File: config.mk
export PLATFORM = sky130hd
export DESIGN_NAME = disk_request_scheduler_unit
export DESIGN_NICKNAME = d
export VERILOG_FILES = /design/src/hw/rtl/drs_pkg.sv /design/src/hw/rtl/disk_request_scheduler_unit.sv /design/src/hw/rtl/drs_ctrl.sv /design/src/hw/rtl/drs_datapath.sv
export VERILOG_INCLUDE_DIRS = /design/src /design/src/hw/rtl
export SDC_FILE = /design/constraint.sdc
export NUM_CORES = 2
export LEC_CHECK = 0
export BUFFER_PORTS_ARGS = -buffer_cell sky130_fd_sc_hd__buf_2
export CAP_MARGIN = 20
export CORE_AREA = 3 3 437 439
export CTS_CLUSTER_DIAMETER = 200
export DETAILED_ROUTE_END_ITERATION = 16
export DIE_AREA = 0 0 440 442
export PLACE_DENSITY = 0.75
export SLEW_MARGIN = 20
export SYNTH_ARGS = -nofsm -noshare
export SYNTH_HDL_FRONTEND = slang
export SYNTH_SLANG_ARGS = --single-unit
File: constraint.sdc
create_clock -name clk -period 13 [get_ports clk]
set_input_delay 2.6 -clock clk [delete_from_list [all_inputs] [get_ports clk]]
set_output_delay 2.6 -clock clk [all_outputs]
set_load 0.1 [all_outputs]
File: src/hw/rtl/disk_request_scheduler_unit_macros.svh
// Assertion macros for the disk request scheduler.
`ifndef DISK_REQUEST_SCHEDULER_UNIT_MACROS_SVH
`define DISK_REQUEST_SCHEDULER_UNIT_MACROS_SVH
`ifndef ASSERT_OFF
`define DRS_ASSERT_IMPL(label, clk, rst_n, prop) \
    label: assert property (@(posedge clk) disable iff (!rst_n) prop) \
        else $error("assertion failed");
`define DRS_ASSERT_NEXT(label, clk, rst_n, a, b) \
    label: assert property (@(posedge clk) disable iff (!rst_n) (a) |=> (b)) \
        else $error("assertion failed");
`else
`define DRS_ASSERT_IMPL(label, clk, rst_n, prop)
`define DRS_ASSERT_NEXT(label, clk, rst_n, a, b)
`endif
`endif

File: src/hw/rtl/drs_pkg.sv
// ----------------------------------------------------------------------------
// drs_pkg
// Types, constants and control codes shared by the disk request scheduler.
// ----------------------------------------------------------------------------
`default_nettype none
package drs_pkg;
    localparam int QUEUE_DEPTH = 32;
    localparam int IDX_W       = $clog2(QUEUE_DEPTH);
    localparam int CNT_W       = $clog2(QUEUE_DEPTH + 1);
    localparam logic [8:0]  MAX_WRITE_LEN = 9'd256;
    localparam logic [10:0] MAX_CYLINDERS = 11'd1024;
    localparam logic [16:0] MAX_SECTORS   = 17'd65536;

    localparam logic [2:0] REG_POLICY = 3'd0;
    localparam logic [2:0] REG_LIMIT  = 3'd1;
    localparam logic [2:0] REG_CYL    = 3'd2;
    localparam logic [2:0] REG_SEC    = 3'd3;
    localparam logic [2:0] REG_DELAY  = 3'd4;

    localparam logic [1:0] MODE_FCFS = 2'd0;
    localparam logic [1:0] MODE_SSTF = 2'd1;

    typedef struct packed {
        logic        operation;
        logic [15:0] cylinder;
        logic [16:0] sector;
        logic        is_write;
        logic [8:0]  write_length;
    } in_word_t;

    typedef struct packed {
        logic [15:0] request_number;
        logic [15:0] served_cylinder;
        logic [16:0] served_sector;
        logic        served_write;
        logic        accepted;
        logic [9:0]  seek_distance;
        logic [31:0] total_delay;
        logic        is_summary;
        logic        last;
    } out_word_t;

    typedef enum logic [2:0] {
        ST_IDLE, ST_STORE, ST_SCAN, ST_EVAL, ST_MUL, ST_EMIT, ST_SUMMARY
    } state_t;

    typedef struct packed {
        logic store;       // write input word into free slot
        logic scan_start;  // clear scan trackers
        logic scan_step;   // examine one slot
        logic eval;        // read chosen entry, compute range check
        logic mul;         // delay times seek distance product
        logic emit;        // load output register with dispatch word, update head
        logic summary;     // load output register with summary word
        logic last_flag;
    } cmd_t;

    typedef struct packed {
        logic need_dispatch;
        logic scan_done;
        logic found;
    } status_t;
endpackage
`default_nettype wire

File: src/hw/rtl/disk_request_scheduler_unit.sv
// A submit that dispatches stores its word, runs a 32-slot scan, then evaluates,
// multiplies and emits; the next word is taken after the emit. A submit that
// only queues stores its word and returns to idle. A flush of n pending requests
// runs scan, evaluate, multiply and emit per request, then a final empty scan and
// the summary. Reset (asynchronous, active low) empties the queue, zeroes head,
// total and numbering, and loads the register defaults.
// ----------------------------------------------------------------------------
// disk_request_scheduler_unit
// Disk request queue with FCFS, SSTF and C-LOOK dispatch.
// ----------------------------------------------------------------------------
`default_nettype none
`include "disk_request_scheduler_unit_macros.svh"
module disk_request_scheduler_unit (
    input  wire logic               clk,
    input  wire logic               rst_n,
    input  wire logic               cfg_write,
    input  wire logic [2:0]         cfg_index,
    input  wire logic [16:0]        cfg_data,
    input  wire logic               in_valid,
    output logic                    in_ready,
    input  wire drs_pkg::in_word_t  in_data,
    output logic                    out_valid,
    input  wire logic               out_ready,
    output drs_pkg::out_word_t      out_data
);
    drs_pkg::cmd_t    cmd;
    drs_pkg::status_t status;

    drs_ctrl u_ctrl (
        .clk      (clk),
        .rst_n    (rst_n),
        .in_valid (in_valid),
        .in_ready (in_ready),
        .in_op    (in_data.operation),
        .out_busy (out_valid && !out_ready),
        .status   (status),
        .cmd      (cmd)
    );

    drs_datapath u_dp (
        .clk       (clk),
        .rst_n     (rst_n),
        .cfg_write (cfg_write),
        .cfg_index (cfg_index),
        .cfg_data  (cfg_data),
        .in_word   (in_data),
        .cmd       (cmd),
        .status    (status),
        .out_word  (out_data),
        .out_valid (out_valid),
        .out_ready (out_ready)
    );

    `DRS_ASSERT_IMPL(a_no_double_load, clk, rst_n, !(cmd.emit && cmd.summary))
    `DRS_ASSERT_NEXT(a_load_valid, clk, rst_n, cmd.emit || cmd.summary, out_valid)
    `DRS_ASSERT_IMPL(a_summary_last, clk, rst_n, !(out_valid && out_data.is_summary) || out_data.last)
endmodule
`default_nettype wire

File: src/hw/rtl/drs_ctrl.sv
// ----------------------------------------------------------------------------
// drs_ctrl
// Sequencer: store, scan, evaluate, multiply, emit, with flush drain loop and summary.
// ----------------------------------------------------------------------------
`default_nettype none
module drs_ctrl (
    input  wire logic             clk,
    input  wire logic             rst_n,
    input  wire logic             in_valid,
    output logic                  in_ready,
    input  wire logic             in_op,
    input  wire logic             out_busy,
    input  wire drs_pkg::status_t status,
    output drs_pkg::cmd_t         cmd
);
    drs_pkg::state_t state_reg, state_next;
    logic flush_reg, flush_next;

    always_ff @(posedge clk or negedge rst_n)
    begin
        if (!rst_n)
        begin
            state_reg <= drs_pkg::ST_IDLE;
            flush_reg <= 1'b0;
        end
        else
        begin
            state_reg <= state_next;
            flush_reg <= flush_next;
        end
    end

    always_comb
    begin
        state_next = state_reg;
        flush_next = flush_reg;
        cmd        = '0;
        in_ready   = 1'b0;
        unique case (state_reg)
            drs_pkg::ST_IDLE:
            begin
                in_ready = 1'b1;
                if (in_valid)
                begin
                    flush_next = in_op;
                    if (in_op)
                    begin
                        cmd.scan_start = 1'b1;
                        state_next = drs_pkg::ST_SCAN;
                    end
                    else
                    begin
                        cmd.store = 1'b1;
                        state_next = drs_pkg::ST_STORE;
                    end
                end
            end
            drs_pkg::ST_STORE:
            begin
                cmd.scan_start = 1'b1;
                state_next = status.need_dispatch ? drs_pkg::ST_SCAN : drs_pkg::ST_IDLE;
            end
            drs_pkg::ST_SCAN:
            begin
                cmd.scan_step = 1'b1;
                if (status.scan_done)
                    state_next = drs_pkg::ST_EVAL;
            end
            drs_pkg::ST_EVAL:
            begin
                if (status.found)
                begin
                    cmd.eval = 1'b1;
                    state_next = drs_pkg::ST_MUL;
                end
                else
                    state_next = drs_pkg::ST_SUMMARY;
            end
            drs_pkg::ST_MUL:
            begin
                cmd.mul = 1'b1;
                state_next = drs_pkg::ST_EMIT;
            end
            drs_pkg::ST_EMIT:
            begin
                if (!out_busy)
                begin
                    cmd.emit = 1'b1;
                    cmd.last_flag = !flush_reg;
                    cmd.scan_start = 1'b1;
                    state_next = flush_reg ? drs_pkg::ST_SCAN : drs_pkg::ST_IDLE;
                end
            end
            drs_pkg::ST_SUMMARY:
            begin
                if (!out_busy)
                begin
                    cmd.summary = 1'b1;
                    cmd.last_flag = 1'b1;
                    state_next = drs_pkg::ST_IDLE;
                end
            end
            default: state_next = drs_pkg::ST_IDLE;
        endcase
    end
endmodule
`default_nettype wire

File: src/hw/rtl/drs_datapath.sv
// ----------------------------------------------------------------------------
// drs_datapath
// Request queue storage, serial selection scan, seek and delay arithmetic.
// ----------------------------------------------------------------------------
`default_nettype none
module drs_datapath (
    input  wire logic              clk,
    input  wire logic              rst_n,
    input  wire logic              cfg_write,
    input  wire logic [2:0]        cfg_index,
    input  wire logic [16:0]       cfg_data,
    input  wire drs_pkg::in_word_t in_word,
    input  wire drs_pkg::cmd_t     cmd,
    output drs_pkg::status_t       status,
    output drs_pkg::out_word_t     out_word,
    output logic                   out_valid,
    input  wire logic              out_ready
);
    localparam int DW = drs_pkg::QUEUE_DEPTH;
    localparam int IW = drs_pkg::IDX_W;
    localparam int CW = drs_pkg::CNT_W;

    // configuration
    logic [1:0]  mode_reg;
    logic [5:0]  limit_reg;
    logic [10:0] cyl_cnt_reg;
    logic [16:0] sec_cnt_reg;
    logic [15:0] delay_reg;

    // queue memories (entry fields)
    logic [15:0] mem_cyl [DW];
    logic [16:0] mem_sec [DW];
    logic [9:0]  mem_info [DW];
    logic [15:0] mem_num [DW];
    logic [IW-1:0] age_reg [DW];
    logic [DW-1:0] valid_reg;

    logic [CW-1:0] count_reg;
    logic [9:0]    head_reg;
    logic [31:0]   total_reg;
    logic [15:0]   number_reg;

    // scan state
    logic [CW-1:0] scan_reg;
    logic          best_ok_reg;
    logic          best_up_reg;
    logic [IW-1:0] best_reg;
    logic [15:0]   best_cyl_reg;
    logic [15:0]   best_dist_reg;
    logic [IW-1:0] best_age_reg;

    // chosen entry
    logic [15:0] sel_cyl_reg;
    logic [16:0] sel_sec_reg;
    logic        sel_wr_reg;
    logic [15:0] sel_num_reg;
    logic        sel_ok_reg;
    logic [9:0]  sel_dist_reg;
    logic [31:0] prod_reg;
    logic        out_valid_reg;
    drs_pkg::out_word_t out_reg;

    logic [IW-1:0] free_slot;
    logic [CW-1:0] limit_eff;
    logic [IW-1:0] scan_idx;
    logic [15:0]   c_cyl;
    logic [15:0]   c_dist;
    logic          c_up;
    logic          take;
    logic [10:0]   cc_eff;
    logic [16:0]   sc_eff;
    logic [9:0]    e_info;
    logic [32:0]   sum;

    assign scan_idx = scan_reg[IW-1:0];
    assign c_cyl    = mem_cyl[scan_idx];
    assign c_up     = c_cyl >= {6'd0, head_reg};
    // full 16-bit distance: out-of-range cylinders still compete in SSTF
    assign c_dist   = c_up ? (c_cyl - {6'd0, head_reg})
                           : ({6'd0, head_reg} - c_cyl);

    always_comb
    begin
        free_slot = '0;
        for (int i = DW - 1; i >= 0; i--)
            if (!valid_reg[i])
                free_slot = IW'(i);
    end

    always_comb
    begin
        if (limit_reg == 6'd0)
            limit_eff = CW'(1);
        else if (32'(limit_reg) > DW)
            limit_eff = CW'(DW);
        else
            limit_eff = CW'(limit_reg);
    end

    always_comb
    begin
        take = 1'b0;
        if (valid_reg[scan_idx])
        begin
            if (!best_ok_reg)
                take = 1'b1;
            else
            begin
                unique case (mode_reg)
                    drs_pkg::MODE_FCFS: take = age_reg[scan_idx] < best_age_reg;
                    drs_pkg::MODE_SSTF:
                        take = c_dist < best_dist_reg ||
                               (c_dist == best_dist_reg && age_reg[scan_idx] > best_age_reg);
                    default:
                        if (c_up != best_up_reg)
                            take = c_up;
                        else
                            take = c_cyl < best_cyl_reg ||
                                   (c_cyl == best_cyl_reg &&
                                    age_reg[scan_idx] < best_age_reg);
                endcase
            end
        end
    end

    assign cc_eff = cyl_cnt_reg > drs_pkg::MAX_CYLINDERS ? drs_pkg::MAX_CYLINDERS : cyl_cnt_reg;
    assign sc_eff = sec_cnt_reg > drs_pkg::MAX_SECTORS ? drs_pkg::MAX_SECTORS : sec_cnt_reg;
    assign e_info = mem_info[best_reg];
    assign sum    = {1'b0, total_reg} + {1'b0, prod_reg};

    always_ff @(posedge clk)
    begin
        if (cmd.store)
        begin
            mem_cyl[free_slot]  <= in_word.cylinder;
            mem_sec[free_slot]  <= in_word.sector;
            mem_info[free_slot] <= {in_word.is_write, in_word.write_length};
            mem_num[free_slot]  <= number_reg;
        end
        if (cmd.eval)
        begin
            sel_cyl_reg  <= mem_cyl[best_reg];
            sel_sec_reg  <= mem_sec[best_reg];
            sel_wr_reg   <= e_info[9];
            sel_num_reg  <= mem_num[best_reg];
            sel_ok_reg   <= {5'd0, mem_cyl[best_reg]} < {10'd0, cc_eff}
                            && mem_sec[best_reg] < sc_eff
                            && !(e_info[9] && e_info[8:0] > drs_pkg::MAX_WRITE_LEN);
            sel_dist_reg <= best_dist_reg[9:0];
        end
        if (cmd.mul)
            prod_reg <= 32'(delay_reg) * 32'(sel_dist_reg);
        if (cmd.emit)
        begin
            out_reg.request_number  <= sel_num_reg;
            out_reg.served_cylinder <= sel_cyl_reg;
            out_reg.served_sector   <= sel_sec_reg;
            out_reg.served_write    <= sel_wr_reg;
            out_reg.accepted        <= sel_ok_reg;
            out_reg.seek_distance   <= sel_ok_reg ? sel_dist_reg : 10'd0;
            out_reg.total_delay     <= !sel_ok_reg ? total_reg
                                     : (sum[32] ? 32'hFFFF_FFFF : sum[31:0]);
            out_reg.is_summary      <= 1'b0;
            out_reg.last            <= cmd.last_flag;
        end
        else if (cmd.summary)
        begin
            out_reg.request_number  <= number_reg;
            out_reg.served_cylinder <= '0;
            out_reg.served_sector   <= '0;
            out_reg.served_write    <= 1'b0;
            out_reg.accepted        <= 1'b1;
            out_reg.seek_distance   <= '0;
            out_reg.total_delay     <= total_reg;
            out_reg.is_summary      <= 1'b1;
            out_reg.last            <= 1'b1;
        end
        if (cmd.scan_step && take)
        begin
            best_reg      <= scan_idx;
            best_cyl_reg  <= c_cyl;
            best_dist_reg <= c_dist;
            best_age_reg  <= age_reg[scan_idx];
            best_up_reg   <= c_up;
        end
    end

    always_ff @(posedge clk or negedge rst_n)
    begin
        if (!rst_n)
        begin
            mode_reg      <= '0;
            limit_reg     <= 6'd32;
            cyl_cnt_reg   <= 11'd1024;
            sec_cnt_reg   <= 17'd65536;
            delay_reg     <= '0;
            valid_reg     <= '0;
            count_reg     <= '0;
            head_reg      <= '0;
            total_reg     <= '0;
            number_reg    <= '0;
            scan_reg      <= '0;
            best_ok_reg   <= 1'b0;
            out_valid_reg <= 1'b0;
            for (int i = 0; i < DW; i++)
                age_reg[i] <= '0;
        end
        else
        begin
            if (cfg_write)
            begin
                unique case (cfg_index)
                    drs_pkg::REG_POLICY: mode_reg    <= cfg_data[1:0];
                    drs_pkg::REG_LIMIT:  limit_reg   <= cfg_data[5:0];
                    drs_pkg::REG_CYL:    cyl_cnt_reg <= cfg_data[10:0];
                    drs_pkg::REG_SEC:    sec_cnt_reg <= cfg_data[16:0];
                    drs_pkg::REG_DELAY:  delay_reg   <= cfg_data[15:0];
                    default: ;
                endcase
            end
            if (out_valid_reg && out_ready)
                out_valid_reg <= 1'b0;
            if (cmd.emit || cmd.summary)
                out_valid_reg <= 1'b1;
            if (cmd.store)
            begin
                valid_reg[free_slot] <= 1'b1;
                age_reg[free_slot]   <= count_reg[IW-1:0];
                count_reg            <= count_reg + CW'(1);
                number_reg           <= number_reg + 16'd1;
            end
            if (cmd.scan_start)
            begin
                scan_reg    <= '0;
                best_ok_reg <= 1'b0;
            end
            else if (cmd.scan_step)
            begin
                scan_reg <= scan_reg + CW'(1);
                if (take)
                    best_ok_reg <= 1'b1;
            end
            if (cmd.emit)
            begin
                for (int i = 0; i < DW; i++)
                    if (valid_reg[i] && age_reg[i] > best_age_reg)
                        age_reg[i] <= age_reg[i] - IW'(1);
                valid_reg[best_reg] <= 1'b0;
                if (count_reg != '0)
                    count_reg <= count_reg - CW'(1);
                if (sel_ok_reg)
                begin
                    total_reg <= sum[32] ? 32'hFFFF_FFFF : sum[31:0];
                    head_reg  <= sel_cyl_reg[9:0];
                end
            end
            if (cmd.summary)
            begin
                number_reg <= number_reg + 16'd1;
                total_reg  <= '0;
                count_reg  <= '0;
            end
        end
    end

    assign status.need_dispatch = count_reg >= limit_eff;
    assign status.scan_done     = scan_reg == CW'(DW - 1);
    assign status.found         = best_ok_reg;
    assign out_word  = out_reg;
    assign out_valid = out_valid_reg;
endmodule
`default_nettype wire
* Yosys cells after proc, flatten, opt, wreduce, memory -nomap -nowiden
Memories as Yosys holds them, arrays and structs flattened. A register that Yosys moved wholly into a read port is not among the register bits.
Cells that the tools add are included.
** Storage, ports and cells
- Register bits :: 529
- RAM bits :: 1888
- Bits in latches :: 0
- Output and inout bits :: 97
- Bits of input ports :: 69
- Memories kept :: 4
- ROM bits :: 0
** Memories
- u_dp.mem_sec :: depth 32, width 17, rd ports 1, clocked after Yosys merged registers in 1, wr ports 1, line drs_datapath.sv:32 : logic [16:0] mem_sec [DW];
- u_dp.mem_cyl :: depth 32, width 16, rd ports 2, clocked after Yosys merged registers in 1, wr ports 1, line drs_datapath.sv:31 : logic [15:0] mem_cyl [DW];
- u_dp.mem_num :: depth 32, width 16, rd ports 1, clocked after Yosys merged registers in 1, wr ports 1, line drs_datapath.sv:34 : logic [15:0] mem_num [DW];
- u_dp.mem_info :: depth 32, width 10, rd ports 1, clocked after Yosys merged registers in 1, wr ports 1, line drs_datapath.sv:33 : logic [9:0] mem_info [DW];
** Cells by class
- Multiply operators :: 1
- Muxes and demuxes :: 139
- Divide/modulo/power cells :: 0
- Order comparisons :: 52
- Add/subtract/negate cells :: 39
- Reduce and logical (&&, ||, !) cells :: 68
- Bitwise operators :: 5
- Shift-type cells :: 0
- Equality and inequality tests :: 19
** Operators with widths (count)
- two-way mux 5 bit :: 70
- two-way mux 160 bit :: 2
- two-way mux 32 bit :: 6
- two-way mux 95 bit :: 2
- > comparator 5 bit :: 33
- bitwise mux 160 bit :: 1
- subtractor 5 x 1 -> 5 bit (second input constant) :: 32
- two-way mux 16 bit :: 3
- two-way mux 6 bit :: 8
- logical AND 1 bit :: 43
- adder 32 x 26 -> 33 bit :: 1
- AND 32 bit :: 1
- == test 16 bit :: 2
- < comparator 16 bit :: 2
- NOT 32 bit :: 1
- bitwise OR 32 bit :: 1
- multiplier 16 x 10 -> 26 bit :: 1
- binary-select mux 5 bit (select 5 bit) :: 1
- demux 5 bit (select 5 bit) :: 1
- two-way mux 1 bit :: 25
- one-hot mux 3 bit (7 select lines) :: 1
- < comparator 5 x 6 -> 1 bit (second input constant) :: 3
- > comparator 17 bit (second input constant) :: 1
- < comparator 17 bit :: 1
- 41 further kinds :: 81

* Longest topological paths before layout
- Depth after elaboration :: 41
- Depth in mapped cells :: 35
- Mapped depth without buffers :: 27

* Hierarchy
From an unflattened synthesis, not the netlist that was laid out.
** Second synthesis, totals
- Cell total of the unflattened synthesis :: 6973
- Area total of the unflattened synthesis :: 113298.7 um^2
** Modules (own cells, without submodules)
- drs_datapath :: instances 1, area an instance 112949.6 um^2, cells each 6936, seq. area each 71452.3 um^2
- drs_ctrl :: instances 1, area an instance 335.3 um^2, cells each 36, seq. area each 100.1 um^2
- disk_request_scheduler_unit :: instances 1, area an instance 13.8 um^2, cells each 1, seq. area each 0.0 um^2

* Worst setup path after synthesis
Ideal clock, no wire load.
- Path kind :: register to register
- Start :: register u_dp.scan_reg[0]
- End :: register (tool-made name)
- Clock period less this slack :: 8.317 ns
- Data required time :: 12.879 ns
- Arrival time :: 8.195 ns
- Slack :: 4.683 ns
- Stages on the path, launching flop included :: 33
- Cell sequence :: dfrtp_1 buf_6 buf_12 buf_4 buf_6 buf_2 buf_2 buf_1 mux4_2 mux4_2 mux2i_1 inv_1 fa_1 a21o_1 a21o_1 a21oi_1 o21ai_0 o31ai_1 and4_1 buf_6 inv_2 buf_2 mux2_2 ha_1 nor2b_1 o21a_1 o21a_1 o21ai_0 nor4bb_1 a211oi_1 a21o_4 a21oi_4 mux2_4
** RTL lines
- start, declared :: line drs_datapath.sv:44 : logic [CW-1:0] scan_reg;
- start signal, assigned :: line drs_datapath.sv:239 : scan_reg <= scan_reg + CW'(1);

==> run_results.csv <==
group,metric,value,unit
floorplan,top_level_ports,166,
finish,post_route_cells_drive_above_1_share,0.229,
routing,final_antenna_net_count,0,
power_and_ir_drop,post-layout-total-power,28.3,mW
finish,num-fill-cells,12200,
timing,setup-tns-final,0,ns
finish,largest_registers,"u_dp.mem_sec (544), u_dp.mem_cyl (512), u_dp.mem_num (512)",
timing,timing_hold_violations_final,0,
synthesis,syn-instance-count,6693,
synthesis,ys_types,94,
routing,first_pass_iters,6,
power_and_ir_drop,worst_ir_drop_vdd,0.388,mV
timing,min_period,8.91,ns
cts,cts.path.max_buffers,3,
cts,tritoncts,"done",
global_route,grt_pass1_wl,451,mm
timing,grt_setup_unrepaired,"false",
synthesis,ys_ff_latch,2438,
synthesis,top_cells_by_area_synth,"edfxtp_1, mux4_2, dfrtp_1, ha_1, fa_1",
power_and_ir_drop,total_leakage_power,43.9,nW
setup_path,critPathArrivalTime,9.70,ns
synthesis,yosys_most_used_dff,"edfxtp_1",
cts,post_cts_resized,0,
global_route,grt_start_max_net_pins,181,
cts,setup_repair_bufs_after_cts,0,
routing,finalWirelength,308,mm
global_route,grt.overflow.total,0,
placement,port_buffers,165,
power_and_ir_drop,pwr_density_cell,228,nW/um^2
cts,clk_transition_reported_paths,0.06,ns
finish,final_util,0.663,
routing,met1_length,114,mm
synthesis,async_set_or_reset_flop_fraction_in_the_synthesized_netlist,0.131,
finish,largest_register_ffs,544,
routing,detail_route.drc_violations,0,
job,maxCapViolations,0,
timing,layout_worst_path_cycle_share,0.685,
cts,clock-sinks,2438,
floorplan,floorplan.core_area,188000,um^2
finish,finish.instance_area,124000,um^2
finish,largest_register,"u_dp.mem_sec",
timing,timing_worst_slew_pin_value,1.18,ns
placement,dp_slack,4.21,ns
timing,final.setup.worst_slack,4.09,ns
global_route,vias_in_the_first_global_route,66600,
cts,cts_buffers,236,
timing,timing.hold.ws,0.457,ns
routing,first_iter_violations,9485,
floorplan,fp.dieW,440,um
floorplan,die_height,442,um
global_route,gr-usage-all-layers,0.318,
cts,worst_skew_pair.late_latency,0.92,ns
synthesis,synth.cell_area,112000,um^2
placement,post-dp-hpwl,171,mm
setup_path,criticalPathCategory,"flop to flop",
routing,wire_per_inst,32.0,um
synthesis,yosys_warnings,0,
timing,slew_headroom,0.216,
floorplan,die-area,194000,um^2
placement,postPlaceCellArea,116000,um^2
synthesis,postSynthNetCount,7248,
cts,cts.root.buffer_cell,"clkbuf_16",
finish,nNetsFinal,7448,
timing,setup-violations-final,0,
floorplan,start_util,0.600,
placement,globalplace.congestion,0.905,
status,status,"finished, final reports clean",
setup_path,critical_path.endpoint_type,"flop",
placement,post-place-cells,9147,
setup_path,peak_fanout_along_the_critical_path,54,
synthesis,share_of_yosys_cell_area_claimed_by_the_top_area_cell_type,0.564,
synthesis,syn_area_per_cell,16.8,um^2
setup_path,startpoint_type,"flop",
timing,fin_worst_skew,0.0831,ns
finish,area_delta_synth_final,10.5,%
timing,timing_max_transition_violations_final,0,
setup_path,cp_data_required_time,13.79,ns
synthesis,synth_seq_area_share,0.636,
synthesis,number_of_enable_flip_flop_cells_after_synthesis,2112,
routing,top_layer,"met5",
global_route,antenna_found_initial,20,
floorplan,fp-row-count,159,
finish,final_std_cells_w_o_fill,9607,
routing,met2_length,146,mm
cts,htreeDepth,4,
routing,wl_met3,34.5,mm
routing,route.vias.total,66800,
cts,cts.hold.buffers_added,0,
synthesis,yosysTopAreaCell,"edfxtp_1",
routing,via_per_inst,6.95,
timing,fmax,112,MHz
min_path,min-delay-path-class,"flop to flop",
-- cells in the final DEF (no fill, tap or decap), types with 32 or more instances in the layout --
cell / n
buf_4: 96
xnor2_1: 54
o221a_2: 76
clkinv_2: 52
clkbuf_1: 46
and2_1: 118
mux2_2: 138
mux2i_1: 127
nand3_1: 144
o21a_1: 80
ha_1: 373
edfxtp_1: 2112
nor2_1: 165
clkbuf_16: 239
inv_4: 32
clkinv_1: 32
a21o_1: 82
o21ai_0: 135
nand2_1: 346
bufinv_16: 32
nor2b_1: 51
a211oi_1: 38
nand4_1: 84
a22oi_1: 77
mux4_2: 668
inv_1: 294
o211ai_1: 39
buf_2: 165
nand2b_1: 39
a21oi_1: 201
nor3_1: 88
dfrtp_1: 307
nor4_1: 51
fa_1: 113
-- report_power, final --
group / leakage (nW) / internal, mW / switching (mW)
logic: 16.4 / 4.60 / 6.50
clock network: 3.94 / 4.10 / 3.04
registers: 23.6 / 9.38 / 0.695
total: 43.9 / 18.1 / 10.2
-- cell families (layout without fill, tap and decap cells) --
kind of cell / Yosys count / in the layout / synth area share
xor gates and xnor gates: 75 / 75 / 0.00584
muxes: 952 / 952 / 0.163
AOI/OAI and AO/OA: 904 / 904 / 0.0572
adders and majority gates: 487 / 487 / 0.0617
buffers and inverters: 637 / 1044 / 0.0226
other: 0 / 12 / 0
DFF: 2438 / 2438 / 0.636
and+or+nand+nor: 1200 / 1200 / 0.0537
-- cells in the mapped netlist (80+ instances only) --
library cell	instances
nand3_1	144
o21ai_0	137
nand2_1	346
mux2_2	138
a21o_1	82
nor2_1	171
mux4_2	668
dfrtp_1	317
mux2i_1	127
nand4_1	84
clkbuf_1	200
fa_1	113
inv_1	308
a21oi_1	201
nor3_1	90
edfxtp_1	2112
ha_1	373
and2_1	118
o21a_1	80
-- worst max-delay path, stage by stage (launching register included) --
cell and delay (ns):
dfrtp_4 0.78, buf_4 0.69, buf_4 0.76, mux4_2 0.42
mux4_2 0.47, mux2i_1 0.32, ha_1 0.37, a21o_1 0.20
a21oi_1 0.18, o21ai_0 0.18, o31ai_1 0.40, and4_1 0.44
inv_2 0.22, a211oi_1 0.30, a21oi_1 0.09, xnor2_1 0.26
ha_1 0.30, a21o_1 0.16, a21o_1 0.16, a21oi_1 0.15
nor2b_1 0.06, o21ai_0 0.18, a21o_1 0.15, a211oi_1 0.08
a21o_4 0.21, a21oi_4 0.23, buf_4 0.55, mux2_4 0.35
-- final timing paths --
path                            slack [ns]  cells past startpoint                            start                        endpoint
worst max-delay path                  4.09                     27     u_dp.scan_reg[1]$_DFFE_PN0P_                            flop
worst min-delay path                  0.46                      0  u_dp.best_dist_reg[6]$_DFFE_PP_  u_dp.sel_dist_reg[6]$_DFFE_PP_
worst max register to register        4.09                     27     u_dp.scan_reg[1]$_DFFE_PN0P_                            flop
worst min register to register        0.46                      0  u_dp.best_dist_reg[6]$_DFFE_PP_  u_dp.sel_dist_reg[6]$_DFFE_PP_
max in group asynchronous             9.11                      4                            rst_n    u_dp.scan_reg[4]$_DFFE_PN0P_
min in group asynchronous             1.71                      1                            rst_n   u_dp.total_reg[9]$_DFFE_PN0P_
-- final cells by class --
type / count / area (um^2) / share of cell area
Timing Repair Buffer: 268 / 1690 / 0.0136
Sequential cell: 2438 / 71600 / 0.576
Multi-Input combinational cell: 3618 / 38500 / 0.310
Clock buffer: 299 / 6350 / 0.0510
Inverter: 331 / 1330 / 0.0107
Tap cell: 2495 / 3120 / 0.0251
Clock inverter: 146 / 1750 / 0.0141
Antenna cell: 12 / 30.0 / 0.000241
-- routing by layer --
layer  track usage  up-vias
li1              -    27200
met1         0.443    34600
met2         0.495     4294
met3        0.0726      722
met4         0.126       10
met5             0        -
No activity file was read; power rests on OpenSTA's default activity.
